[config.mk]
export PLATFORM = sky130hd
export DESIGN_NAME = tsp_exhaustive_search_unit
export DESIGN_NICKNAME = d
export VERILOG_FILES = /design/src/sv/tse_pkg.sv /design/src/sv/tse_controller.sv /design/src/sv/tse_datapath.sv /design/src/sv/tsp_exhaustive_search_unit.sv
export SDC_FILE = /design/constraint.sdc
export NUM_CORES = 2
export LEC_CHECK = 0
export BUFFER_PORTS_ARGS = -buffer_cell sky130_fd_sc_hd__buf_2
export CAP_MARGIN = 20
export CORE_UTILIZATION = 67
export DETAILED_ROUTE_END_ITERATION = 8
export PLACE_DENSITY = 0.85
export SETUP_SLACK_MARGIN = 0.4
export SYNTH_ARGS = -nofsm -noshare
export SYNTH_HDL_FRONTEND = slang
export SYNTH_SLANG_ARGS = --single-unit
[constraint.sdc]
create_clock -name clk -period 16.7 [get_ports clk]
set_input_delay 3.34 -clock clk [delete_from_list [all_inputs] [get_ports clk]]
set_output_delay 3.34 -clock clk [all_outputs]
set_load 0.01 [all_outputs]
[src/sv/tse_pkg.sv]
`timescale 1ns / 1ps
// Shared types and constants for the exhaustive tour search unit.
// Depends on nothing; every other file imports it.
package tse_pkg;

    // Default number of cities the matrix is built for.
    localparam int MAX_CITIES_DEF = 8;

    // Field widths fixed by the interface.
    localparam int CITY_W   = 4;
    localparam int INDEX_W  = 3;
    localparam int WEIGHT_W = 16;
    localparam int COST_W   = 19;
    localparam logic [COST_W-1:0] COST_MAX = 19'h7FFFF;

    // Smallest tour the search accepts.
    localparam logic [CITY_W-1:0] MIN_CITIES = 4'd3;

    // Input word modes.
    localparam logic MODE_LOAD = 1'b0;
    localparam logic MODE_RUN  = 1'b1;

    // Configuration port geometry and register indexes.
    localparam int APB_ADDR_W = 3;
    localparam int APB_DATA_W = 32;
    localparam logic REG_CITY_COUNT = 1'b0;
    localparam logic REG_START_CITY = 1'b1;
    localparam logic [CITY_W-1:0] CITY_COUNT_RST = 4'd8;
    localparam logic [CITY_W-1:0] START_CITY_RST = 4'd1;

    // Sequencer states.
    typedef enum logic [3:0] {
        ST_IDLE,
        ST_SUM_START,
        ST_SUM_ISSUE,
        ST_SUM_DRAIN,
        ST_COMPARE,
        ST_PIVOT,
        ST_PIV_READ,
        ST_SW_FIND,
        ST_SWAP,
        ST_REV_CHECK,
        ST_REV_READ,
        ST_REV_WRITE,
        ST_EMIT
    } tse_state_t;

    // Commands from the controller to the datapath.
    typedef struct packed {
        logic mem_wr;
        logic init;
        logic sum_start;
        logic sum_issue;
        logic compare;
        logic piv_load;
        logic piv_read;
        logic sw_find;
        logic swap;
        logic rev_read;
        logic rev_write;
        logic emit_clear;
        logic emit_next;
    } tse_cmd_t;

    // Status from the datapath to the controller.
    typedef struct packed {
        logic sum_last;
        logic piv_found;
        logic rev_more;
        logic emit_last;
    } tse_stat_t;

endpackage

[src/sv/tse_controller.sv]
`timescale 1ns / 1ps
// Sequencer of the tour search: loads, tour cost sums, next permutation and result words.
// Depends on tse_pkg for the state type and the command and status structs.
module tse_controller (
    input  logic                 clk,
    input  logic                 rst_n,
    input  logic                 in_valid,
    input  logic                 in_mode,
    output logic                 in_ready,
    output logic                 out_valid,
    input  logic                 out_ready,
    input  tse_pkg::tse_stat_t   stat,
    output tse_pkg::tse_cmd_t    cmd
);
    import tse_pkg::*;

    tse_state_t state_reg;
    tse_state_t state_next;

    // State register.
    always_ff @(posedge clk or negedge rst_n)
    begin
        if (!rst_n)
        begin
            state_reg <= ST_IDLE;
        end
        else
        begin
            state_reg <= state_next;
        end
    end

    // Next state and commands.
    always_comb
    begin
        state_next = state_reg;
        cmd        = '0;
        in_ready   = 1'b0;
        out_valid  = 1'b0;
        case (state_reg)
            ST_IDLE:
            begin
                in_ready = 1'b1;
                if (in_valid)
                begin
                    if (in_mode == MODE_RUN)
                    begin
                        cmd.init   = 1'b1;
                        state_next = ST_SUM_START;
                    end
                    else
                    begin
                        cmd.mem_wr = 1'b1;
                    end
                end
            end
            ST_SUM_START:
            begin
                cmd.sum_start = 1'b1;
                state_next    = ST_SUM_ISSUE;
            end
            ST_SUM_ISSUE:
            begin
                cmd.sum_issue = 1'b1;
                if (stat.sum_last)
                begin
                    state_next = ST_SUM_DRAIN;
                end
            end
            ST_SUM_DRAIN:
            begin
                state_next = ST_COMPARE;
            end
            ST_COMPARE:
            begin
                cmd.compare = 1'b1;
                state_next  = ST_PIVOT;
            end
            ST_PIVOT:
            begin
                cmd.piv_load = 1'b1;
                if (stat.piv_found)
                begin
                    state_next = ST_PIV_READ;
                end
                else
                begin
                    cmd.emit_clear = 1'b1;
                    state_next     = ST_EMIT;
                end
            end
            ST_PIV_READ:
            begin
                cmd.piv_read = 1'b1;
                state_next   = ST_SW_FIND;
            end
            ST_SW_FIND:
            begin
                cmd.sw_find = 1'b1;
                state_next  = ST_SWAP;
            end
            ST_SWAP:
            begin
                cmd.swap   = 1'b1;
                state_next = ST_REV_CHECK;
            end
            ST_REV_CHECK:
            begin
                state_next = stat.rev_more ? ST_REV_READ : ST_SUM_START;
            end
            ST_REV_READ:
            begin
                cmd.rev_read = 1'b1;
                state_next   = ST_REV_WRITE;
            end
            ST_REV_WRITE:
            begin
                cmd.rev_write = 1'b1;
                state_next    = ST_REV_CHECK;
            end
            ST_EMIT:
            begin
                out_valid = 1'b1;
                if (out_ready)
                begin
                    if (stat.emit_last)
                    begin
                        state_next = ST_IDLE;
                    end
                    else
                    begin
                        cmd.emit_next = 1'b1;
                    end
                end
            end
            default:
            begin
                state_next = ST_IDLE;
            end
        endcase
    end

    // A result word is never offered while an input word can be taken.
    a_no_overlap: assert property (@(posedge clk) disable iff (!rst_n)
        !(in_ready && out_valid))
        else $error("input and output handshakes open together");

endmodule

[src/sv/tse_datapath.sv]
`timescale 1ns / 1ps
// Datapath of the tour search: weight memory, current and best tour, cost accumulator.
// Depends on tse_pkg for widths and the command and status structs.
module tse_datapath #(
    parameter int MAX_CITIES = tse_pkg::MAX_CITIES_DEF
) (
    input  logic                             clk,
    input  logic                             rst_n,
    input  tse_pkg::tse_cmd_t                cmd,
    output tse_pkg::tse_stat_t               stat,
    input  logic [tse_pkg::CITY_W-1:0]       n_city,
    input  logic [tse_pkg::CITY_W-1:0]       s_city,
    input  logic [tse_pkg::INDEX_W-1:0]      from_city,
    input  logic [tse_pkg::INDEX_W-1:0]      to_city,
    input  logic [tse_pkg::WEIGHT_W-1:0]     weight,
    output logic [tse_pkg::CITY_W-1:0]       tour_city,
    output logic [tse_pkg::COST_W-1:0]       tour_cost,
    output logic                             last
);
    import tse_pkg::*;

    localparam int DEPTH = MAX_CITIES * MAX_CITIES;
    localparam int AW    = $clog2(DEPTH);
    localparam int IW    = $clog2(MAX_CITIES + 1);

    // Weight memory, row-major, with a registered read port.
    logic [WEIGHT_W-1:0] mem [0:DEPTH-1];
    logic [WEIGHT_W-1:0] mem_q_reg;
    logic [AW-1:0]       wr_addr;
    logic [AW-1:0]       rd_addr;
    logic                wr_ok;

    // Tours and search registers.
    logic [CITY_W-1:0] tour_reg      [0:MAX_CITIES];
    logic [CITY_W-1:0] tour_next     [0:MAX_CITIES];
    logic [CITY_W-1:0] best_tour_reg [0:MAX_CITIES];
    logic [CITY_W-1:0] best_tour_next[0:MAX_CITIES];
    logic [COST_W-1:0] best_cost_reg, best_cost_next;
    logic [COST_W-1:0] acc_reg, acc_next;
    logic [CITY_W-1:0] prev_reg, prev_next;
    logic [CITY_W-1:0] tmp_reg, tmp_next;
    logic [IW-1:0]     k_reg, k_next;
    logic [IW-1:0]     n_reg, n_next;
    logic [IW-1:0]     piv_reg, piv_next;
    logic [IW-1:0]     sw_reg, sw_next;
    logic [IW-1:0]     lo_reg, lo_next;
    logic [IW-1:0]     hi_reg, hi_next;
    logic              first_reg, first_next;
    logic              vld_reg, vld_next;

    logic [IW-1:0]     rd_idx;
    logic [CITY_W-1:0] rd_data;
    logic [IW-1:0]     piv_idx;
    logic              piv_found;
    logic [IW-1:0]     sw_idx;
    logic [COST_W:0]   sum_w;

    // Single read port on the current tour.
    always_comb
    begin
        if (cmd.sum_issue)
        begin
            rd_idx = k_reg;
        end
        else if (cmd.piv_read)
        begin
            rd_idx = piv_reg;
        end
        else if (cmd.swap)
        begin
            rd_idx = sw_reg;
        end
        else if (cmd.rev_read)
        begin
            rd_idx = lo_reg;
        end
        else if (cmd.rev_write)
        begin
            rd_idx = hi_reg;
        end
        else
        begin
            rd_idx = k_reg;
        end
    end
    assign rd_data = tour_reg[rd_idx];

    // Memory addresses: the load word, and the edge from the previous city to this one.
    assign wr_ok   = (int'(from_city) < MAX_CITIES) && (int'(to_city) < MAX_CITIES);
    assign wr_addr = AW'(int'(from_city) * MAX_CITIES + int'(to_city));
    assign rd_addr = AW'((int'(prev_reg) - 1) * MAX_CITIES + int'(rd_data) - 1);

    always_ff @(posedge clk)
    begin
        if (cmd.mem_wr && wr_ok)
        begin
            mem[wr_addr] <= weight;
        end
        mem_q_reg <= mem[rd_addr];
    end

    // Pivot: the highest inner position whose city is below its right neighbor.
    always_comb
    begin
        piv_idx   = '0;
        piv_found = 1'b0;
        for (int i = 1; i < MAX_CITIES - 1; i++)
        begin
            if ((i + 1 < int'(n_reg)) && (tour_reg[i] < tour_reg[i + 1]))
            begin
                piv_idx   = IW'(i);
                piv_found = 1'b1;
            end
        end
    end

    // Swap partner: the last position after the pivot holding a larger city.
    always_comb
    begin
        sw_idx = '0;
        for (int j = 1; j < MAX_CITIES; j++)
        begin
            if ((j > int'(piv_reg)) && (j < int'(n_reg)) && (tour_reg[j] > tmp_reg))
            begin
                sw_idx = IW'(j);
            end
        end
    end

    // Saturating edge accumulation.
    assign sum_w = {1'b0, acc_reg} + (COST_W + 1)'(mem_q_reg);

    // Next values of the datapath registers.
    always_comb
    begin
        tour_next      = tour_reg;
        best_tour_next = best_tour_reg;
        best_cost_next = best_cost_reg;
        acc_next       = acc_reg;
        prev_next      = prev_reg;
        tmp_next       = tmp_reg;
        k_next         = k_reg;
        n_next         = n_reg;
        piv_next       = piv_reg;
        sw_next        = sw_reg;
        lo_next        = lo_reg;
        hi_next        = hi_reg;
        first_next     = first_reg;
        vld_next       = cmd.sum_issue;

        if (vld_reg)
        begin
            acc_next = sum_w[COST_W] ? COST_MAX : sum_w[COST_W-1:0];
        end

        // Ascending tour of the inner cities, start city at both ends.
        if (cmd.init)
        begin
            n_next     = IW'(n_city);
            first_next = 1'b1;
            for (int p = 0; p <= MAX_CITIES; p++)
            begin
                if ((p == 0) || (p >= int'(n_city)))
                begin
                    tour_next[p] = s_city;
                end
                else if (p < int'(s_city))
                begin
                    tour_next[p] = CITY_W'(p);
                end
                else
                begin
                    tour_next[p] = CITY_W'(p + 1);
                end
            end
        end

        if (cmd.sum_start)
        begin
            k_next    = IW'(1);
            prev_next = tour_reg[0];
            acc_next  = '0;
        end

        if (cmd.sum_issue)
        begin
            prev_next = rd_data;
            k_next    = IW'(k_reg + 1'b1);
        end

        // Keep the first strictly cheapest tour.
        if (cmd.compare)
        begin
            first_next = 1'b0;
            if (first_reg || (acc_reg < best_cost_reg))
            begin
                best_cost_next = acc_reg;
                best_tour_next = tour_reg;
            end
        end

        if (cmd.piv_load)
        begin
            piv_next = piv_idx;
        end

        if (cmd.piv_read || cmd.rev_read)
        begin
            tmp_next = rd_data;
        end

        if (cmd.sw_find)
        begin
            sw_next = sw_idx;
        end

        if (cmd.swap)
        begin
            tour_next[piv_reg] = rd_data;
            tour_next[sw_reg]  = tmp_reg;
            lo_next            = IW'(piv_reg + 1'b1);
            hi_next            = IW'(n_reg - 1'b1);
        end

        // Tail reversal, one pair at a time: swap the pair at lo and hi and move both inward.
        if (cmd.rev_write)
        begin
            tour_next[lo_reg] = rd_data;
            tour_next[hi_reg] = tmp_reg;
            lo_next           = IW'(lo_reg + 1'b1);
            hi_next           = IW'(hi_reg - 1'b1);
        end

        if (cmd.emit_clear)
        begin
            k_next = '0;
        end
        if (cmd.emit_next)
        begin
            k_next = IW'(k_reg + 1'b1);
        end
    end

    // Control registers.
    always_ff @(posedge clk or negedge rst_n)
    begin
        if (!rst_n)
        begin
            k_reg     <= '0;
            first_reg <= 1'b0;
            vld_reg   <= 1'b0;
        end
        else
        begin
            k_reg     <= k_next;
            first_reg <= first_next;
            vld_reg   <= vld_next;
        end
    end

    // Payload registers.
    always_ff @(posedge clk)
    begin
        tour_reg      <= tour_next;
        best_tour_reg <= best_tour_next;
        best_cost_reg <= best_cost_next;
        acc_reg       <= acc_next;
        prev_reg      <= prev_next;
        tmp_reg       <= tmp_next;
        n_reg         <= n_next;
        piv_reg       <= piv_next;
        sw_reg        <= sw_next;
        lo_reg        <= lo_next;
        hi_reg        <= hi_next;
    end

    // Status to the controller.
    always_comb
    begin
        stat.sum_last  = (k_reg == n_reg);
        stat.piv_found = piv_found;
        stat.rev_more  = (lo_reg < hi_reg);
        stat.emit_last = (k_reg == n_reg);
    end

    // Result word.
    assign tour_city = best_tour_reg[k_reg];
    assign tour_cost = best_cost_reg;
    assign last      = (k_reg == n_reg);

    // The swap partner always lies right of the pivot.
    a_swap_order: assert property (@(posedge clk) disable iff (!rst_n)
        cmd.swap |-> (sw_reg > piv_reg))
        else $error("swap partner not right of pivot");

    // A reversal step only runs on a pair that has not crossed.
    a_rev_order: assert property (@(posedge clk) disable iff (!rst_n)
        cmd.rev_write |-> (lo_reg < hi_reg))
        else $error("tail reversal past its midpoint");

    // The result index advances only before the return to start.
    a_emit_range: assert property (@(posedge clk) disable iff (!rst_n)
        cmd.emit_next |=> (k_reg <= n_reg) && !cmd.emit_clear)
        else $error("result index ran past the tour");

endmodule

[src/sv/tsp_exhaustive_search_unit.sv]
`timescale 1ns / 1ps
// Exhaustive tour search. A load word writes one weight and gives no result.
// A run word sums each tour through the weight memory read port, then forms the next
// permutation with up to (n-2)/2 tail swaps; it tries all (n-1)! orders of the inner
// cities, followed by n+1 result words, one per cycle when taken.
// Reset clears the sequencer and sets city_count to 8 and start_city to 1; weights hold
// no value until written.
module tsp_exhaustive_search_unit #(
    parameter int MAX_CITIES = tse_pkg::MAX_CITIES_DEF
) (
    input  logic                             clk,
    input  logic                             rst_n,
    input  logic                             psel,
    input  logic                             penable,
    input  logic                             pwrite,
    input  logic [tse_pkg::APB_ADDR_W-1:0]   paddr,
    input  logic [tse_pkg::APB_DATA_W-1:0]   pwdata,
    output logic [tse_pkg::APB_DATA_W-1:0]   prdata,
    output logic                             pready,
    input  logic                             in_valid,
    output logic                             in_ready,
    input  logic                             mode,
    input  logic [tse_pkg::INDEX_W-1:0]      from_city,
    input  logic [tse_pkg::INDEX_W-1:0]      to_city,
    input  logic [tse_pkg::WEIGHT_W-1:0]     weight,
    output logic                             out_valid,
    input  logic                             out_ready,
    output logic [tse_pkg::CITY_W-1:0]       tour_city,
    output logic [tse_pkg::COST_W-1:0]       tour_cost,
    output logic                             last
);
    import tse_pkg::*;

    logic [CITY_W-1:0] city_count_reg;
    logic [CITY_W-1:0] start_city_reg;
    logic [CITY_W-1:0] n_eff;
    logic [CITY_W-1:0] s_eff;
    logic              reg_idx;
    logic              cfg_wr;
    tse_cmd_t          cmd;
    tse_stat_t         stat;

    assign pready  = 1'b1;
    assign reg_idx = paddr[2];
    assign cfg_wr  = psel && penable && pwrite && pready;

    // Configuration registers.
    always_ff @(posedge clk or negedge rst_n)
    begin
        if (!rst_n)
        begin
            city_count_reg <= CITY_COUNT_RST;
            start_city_reg <= START_CITY_RST;
        end
        else if (cfg_wr)
        begin
            case (reg_idx)
                REG_CITY_COUNT: city_count_reg <= pwdata[CITY_W-1:0];
                REG_START_CITY: start_city_reg <= pwdata[CITY_W-1:0];
                default:        city_count_reg <= city_count_reg;
            endcase
        end
    end

    // Register read back.
    always_comb
    begin
        case (reg_idx)
            REG_CITY_COUNT: prdata = APB_DATA_W'(city_count_reg);
            REG_START_CITY: prdata = APB_DATA_W'(start_city_reg);
            default:        prdata = '0;
        endcase
    end

    // Clamp the city count between MIN_CITIES and the build size and the start city into the tour.
    always_comb
    begin
        if (city_count_reg < MIN_CITIES)
        begin
            n_eff = MIN_CITIES;
        end
        else if (int'(city_count_reg) > MAX_CITIES)
        begin
            n_eff = CITY_W'(MAX_CITIES);
        end
        else
        begin
            n_eff = city_count_reg;
        end

        if (start_city_reg == '0)
        begin
            s_eff = CITY_W'(1);
        end
        else if (start_city_reg > n_eff)
        begin
            s_eff = n_eff;
        end
        else
        begin
            s_eff = start_city_reg;
        end
    end

    tse_controller u_ctrl (
        .clk       (clk),
        .rst_n     (rst_n),
        .in_valid  (in_valid),
        .in_mode   (mode),
        .in_ready  (in_ready),
        .out_valid (out_valid),
        .out_ready (out_ready),
        .stat      (stat),
        .cmd       (cmd)
    );

    tse_datapath #(
        .MAX_CITIES (MAX_CITIES)
    ) u_dp (
        .clk       (clk),
        .rst_n     (rst_n),
        .cmd       (cmd),
        .stat      (stat),
        .n_city    (n_eff),
        .s_city    (s_eff),
        .from_city (from_city),
        .to_city   (to_city),
        .weight    (weight),
        .tour_city (tour_city),
        .tour_cost (tour_cost),
        .last      (last)
    );

endmodule

# Word-level counts from Yosys, hierarchy flattened
# Memory sizes are Yosys's and may differ from the RTL's. A register that Yosys moved wholly into a read port is not among the register bits.
# Cells that the tools add are included.
[op_classes]
n_addsub = 10
mul = 0
n_div = 0
magnitude_cmp = 58
n_eq_ne = 18
shift = 0
n_mux = 107
bitwise_logic = 7
reduce_logical = 44
[ops]
columns = ["operator", "n"]
rows = [
  ["$mux 4", 41],
  ["$bwmux 36", 4],
  ["$mux 36", 3],
  ["$demux 4 s4", 4],
  ["$pmux 32 s2", 1],
  ["$pmux 4 s12", 1],
  ["$mux 1", 35],
  ["$bmux 4 s4", 2],
  ["$gt 4x4->1", 8],
  ["$lt 3x4->1 const A", 8],
  ["$ge 5x5->1 const B", 6],
  ["$not 4->5", 6],
  ["$lt 4x4->1", 7],
  ["$logic_and 1x1->1", 26],
  ["$mux 2", 12],
  ["$add 19x16->20", 1],
  ["$eq 4x4->1 const B", 5],
  ["$lt 5x1->1 const B", 4],
  ["$lt 19x19->1", 1],
  ["$mux 19", 1],
  ["$eq 4x3->1 const B", 4],
  ["$ge 3x4->1 const A", 4],
  ["$gt 3x4->1 const A", 4],
  ["$lt 2x4->1 const A", 4],
  ["32 further kinds", 52],
]
[totals]
regBits = 155
latchBits = 0
ramBits = 1024
mem_bits_ro = 0
in_bits = 65
out_inout_bits = 59
word_cells = 283
memories = 1
[memory_table]
columns = ["memory", "depth", "width", "read_ports", "rd_clocked_by_memory_dff", "wr", "line", "rtl"]
rows = [
  ["u_dp.mem", 64, 16, 1, 1, 1, "tse_datapath.sv:27", "logic [WEIGHT_W-1:0] mem [0:DEPTH-1];"],
]

# Longest topological paths before layout
[logic_depth]
word_depth = 17
mapped_depth = 30
mapped_depth_nobuf = 23

# Modules after synthesis
# A second synthesis with hierarchy kept.
[unflattened]
cells_unflattened = 3998
area_unflattened_um2 = 52091.2
[by_module_without_submodules]
columns = ["module", "instances", "cells_each", "area_each_um2", "seq_area_each_um2"]
rows = [
  ["tse_datapath", 1, 3859, 50890.1, 34723.3],
  ["tsp_exhaustive_search_unit", 1, 86, 800.8, 202.7],
  ["tse_controller", 1, 53, 400.4, 100.1],
]

# Least setup slack after synthesis
# Ideal clock, no wire load.
[synth_timing]
kind = "input to output"
startpoint = "in paddr[2] (netlist name)"
endpoint = "out prdata[1] (netlist name)"
t_arrival_ns = 3.927
required_time_ns = 13.360
slack_ns = 9.433
path_stages = 2
path_cell_list = "clkbuf_1 > mux2_2"
[synth_via]
elab_chain_len = 2
[synth_rtl]
columns = ["element", "line", "rtl"]
rows = [
  ["from (decl)", "tsp_exhaustive_search_unit.sv:16", "input logic [tse_pkg::APB_ADDR_W-1:0] paddr,"],
  ["$not 1->1 (no source line)", "-", ""],
  ["$pmux 32 s2 *", "tsp_exhaustive_search_unit.sv:68", "case (reg_idx)"],
  ["to (decl)", "tsp_exhaustive_search_unit.sv:18", "output logic [tse_pkg::APB_DATA_W-1:0] prdata,"],
]
# Mark *: on every way between the ends. The rest lies on a longest branch, timed or not. The select of a mux whose other input is x is not followed.

# Worst setup path after layout
[layout_timing]
startpoint = "reg u_ctrl.state_reg[1]"
endpoint = "reg u_dp.mem_q_reg[8] (read register of u_dp.mem)"
[layout_via]
elab_chain_len = 13
[layout_rtl]
columns = ["element", "line", "rtl"]
rows = [
  ["from (decl)", "tse_controller.sv:17", "tse_state_t state_reg;"],
  ["from (signal assigned)", "tse_controller.sv:29", "state_reg <= state_next;"],
  ["$eq 4x4->1", "tse_controller.sv:40", "case (state_reg)"],
  ["$mux 1", "tse_controller.sv:40", ""],
  ["$mux 4", "tse_datapath.sv:77", "else if (cmd.rev_write)"],
  ["$mux 4", "tse_datapath.sv:73", "else if (cmd.rev_read)"],
  ["$mux 4", "tse_datapath.sv:69", "else if (cmd.swap)"],
  ["$mux 4", "tse_datapath.sv:65", "else if (cmd.piv_read)"],
  ["$mux 4 *", "tse_datapath.sv:61", "if (cmd.sum_issue)"],
  ["$not 4->5 (not written as such) *", "tse_datapath.sv:86", "assign rd_data = tour_reg[rd_idx];"],
  ["$bmux 4 s4 *", "tse_datapath.sv:86", ""],
  ["$mux 4 (not written as such) * (2 in series)", "tse_datapath.sv:86", ""],
  ["$add 6x5->6 *", "tse_datapath.sv:91", "assign rd_addr = AW'((int'(prev_reg) - 1) * MAX_CITIES + int'(rd_data) - 1);"],
  ["$sub 6x2->6 *", "tse_datapath.sv:91", ""],
  ["to (decl)", "tse_datapath.sv:28", "logic [WEIGHT_W-1:0] mem_q_reg;"],
]
# Marked as above.
# A chain may end at the register's enable or synchronous reset.

==> impl_results.md <==
- Result of the run: finished with violations
- Violated checks: DRC
- Arrival time reported for the critical path endpoint: 10130 ps
- Setup TNS after final layout: 0 ps
- Detailed Route Iter0 Violations: about 6400
- Routed via count divided by cell count: 7.37
- Logic depth of the worst setup path including buffers: 21
- Min-Delay Path Class: flop to flop
- Max-capacitance violation count: 0
- Library cell used as clock root buffer: sky130_fd_sc_hd__clkbuf_16
- Sink Count: about 1200
- Required time of the worst setup path: 17130 ps
- Kind of critical path: flop to flop
- FFs w/ async S/R, synth: 1.51%
- First drt pass iteration count: 9
- Wire length after detailed routing: ~140000 um
- Max clock buf depth: 3
- Sequence of cells on the critical path: nor2b_1 > a22oi_1 > o221a_1 > o22ai_2 > and3_1 > a21o_1 > nand2_4 > inv_4 > ha_4 > inv_1 > fa_1 > xnor2_1 > nor3b_2 > buf_4 > buf_4 > a222oi_1 > nand2_1 > a21oi_1 > a211oi_1 > o221ai_1 > o2111ai_1
- Quantity of hold-fixing buffers added after cts: 0
- Overall routing resource usage: 37.0%
- Nets@finish: about 3800
- P&R area growth vs syn: 9.73%
- CP dominant cell by count: sky130_fd_sc_hd__buf_4
- Total I/O pin count: 124
- Worst Clk Skew: 26.7 ps
- Synth cell types: 100
- Initial antenna violation count: 9
- Cell depth of the worst hold path: 0
- Fin. max-slew vios: 0
- Mean Syn Cell Area: roughly 14 um2
- Layout cell share with drive strength beyond 1: 13.0%
- Time the worst path needs with I/O delays and setup: 9700 ps
- Peak per-stage delay on the critical path: between 700 and 800 ps
- Flops & latches, synth: 1193
- Clock buffer count from CTS: 110
- Initial Utilization: 67.8%
- Worst Tran Pin Value: 1210 ps
- Die Span X: 276 um
- Largest fanout on the critical path: 70
- Crit path max-delay family: compound AO/OA/AOI/OAI gates
- Max reg flops: slightly above 1000
- R2R depth: 21
- Slew Limit Headroom: a little under a fifth
- Proportion of synthesized chip area in sequential cells: 69.4%
- Period utilization: between 50% and 60%
- Overflow left after global routing: 0
- Final estimated routing congestion in global placement: 1.05
- Number of instances resized during post-cts repair: 0
- Reg clk slew, reported paths: 60 ps
- Height of the chip: between 200 and 300 um
- Number of enable flip-flop cells after synthesis: around 1100
- H-tree Lvls: 3
- Drt wl/cell: 30.6 um
- Setup bufs post-CTS: 0
- Buffering stage count on the worst path with inverters included: 4
- Number of instances in the synthesized netlist: 3540
- Final routed DRC violation total: 1
- Die Area: 76400 um2
- Residual antenna-violating net count after detailed routing: 0
- Core area: 74400 um2
- First-pass GRT wire length: around 210000 um
- Final setup violation count: 0
- Number of warning messages in the yosys log: 0
- Most common cell after layout, fill and taps aside: sky130_fd_sc_hd__edfxtp_1
- Cell Rows: 100
- CTS tree: done
- Clock latency at the later pin of the worst-skew pair: a little under 700 ps
- Unrepaired setup endpoints after global routing: false
- Detailed-placement wirelength estimate: 82100 um
- Number of fill cells: 4310
- CP max-delay cell: sky130_fd_sc_hd__a21o_1
- Critical path startpoint category: flop
- Fmax: 103 MHz
- Element type at the critical path end: flop
- Vias in the first global route: 32500
- Dominant synthesized flop cell: sky130_fd_sc_hd__edfxtp_1
- Vias after detailed routing: 34400
- Count of port buffers added during placement: between 60 and 70
- Final Hold Violating Endpoints: 0
- Syn Std Cell Area: 50500 um2
- Maximum number of pins on one net before global-route repair: between 100 and 150
- Commonest cells after routing, fill and taps aside: sky130_fd_sc_hd__edfxtp_1 (1104), sky130_fd_sc_hd__nand2_1 (318), sky130_fd_sc_hd__a21oi_1 (183)
[cell families (layout without fill, tap and decap cells)]
kind of cell               after synthesis  count (layout)  share of synthesized area [%]
DFF                                   1193            1193                           69.4
AOI/OAI and AO/OA                      955             955                           13.9
and+or+nand+nor                        779             779                           7.19
buffers and inverters                  328             459                           2.89
muxes                                  147             147                           3.43
adders and majority gates              104             104                           2.61
xor gates and xnor gates                32              32                          0.555
other                                    2              31                         0.0149
[synthesized netlist by cell type, drive strengths merged (18+ instances only)]
cell    instances  area (um2)
mux2i          48         480
clkbuf        145         544
o22ai          25         163
nand2         321        1220
o21ai         154         786
and3           29         186
a22oi          61         458
o21a           18         135
o211ai         42         320
a22o           26         228
inv            89         339
nand3          99         495
nand4          19         119
dfxtp          71        1420
a21oi         185         933
ha            102        1280
mux2           87         980
nand2b         25         156
a211oi         24         185
nor2b          23         144
a31oi          34         225
a221oi         59         523
a21o           33         248
nor3           31         155
xnor2          20         175
nor2          160         603
buf            94         574
a222oi        168        1680
edfxtp       1104       33200
o221ai         18         170
[layout make-up]
| type | count | area [um2] | share of cell area [%] |
|---|---|---|---|
| well taps | 969 | 1210 | 2.19 |
| clock inverters | 58 | 520 | 0.940 |
| repair buffers | 176 | 1240 | 2.25 |
| diodes | 2 | 5.00 | 0.00903 |
| inverters | 89 | 339 | 0.612 |
| clock buffers | 136 | 2850 | 5.15 |
| flip-flops and latches | 1193 | 35000 | 63.2 |
| multi-input cells | 2046 | 14200 | 25.6 |
[per-layer routing]
| layer | wire length, um | share of wire [%] | GRT usage, % |
|---|---|---|---|
| met5 | 38 | 0.027 | 0.0625 |
| met4 | 7840 | 5.5 | 18.1 |
| met3 | 21400 | 15 | 10.3 |
| met2 | 65300 | 46 | 57.0 |
| met1 | 48400 | 34 | 48.9 |
[per-stage QoR]
stage	area [um2]	cells	hold WS [ps]	setup slack, ps	utilization [%]
after floorplan	50600	3567	425	9430	-
after global placement	51900	4468	481	7740	69.7
after detailed placement	51900	4468	493	7640	69.7
after CTS	55300	4662	508	7610	74.3
after global routing	55400	4668	519	6870	74.4
final	55400	4669	511	7000	74.4
[path summary, 6_finish.rpt]
path | start | to | slack, ps
max | u_ctrl.state_reg[1] | u_dp.mem_q_reg[8] | 7000
min | u_dp.acc_reg[11] | u_dp.tour_cost[11] | 510
max reg2reg | u_ctrl.state_reg[1] | u_dp.mem_q_reg[8] | 7000
min reg2reg | u_dp.acc_reg[11] | u_dp.tour_cost[11] | 510
max in group asynchronous | rst_n | start_city_reg[0] | 13710
min in group asynchronous | rst_n | start_city_reg[3] | 2620
Power is left out: the tool's default activity adds up to more than one toggle a clock period on the data nets, which glitch-free logic cannot reach.
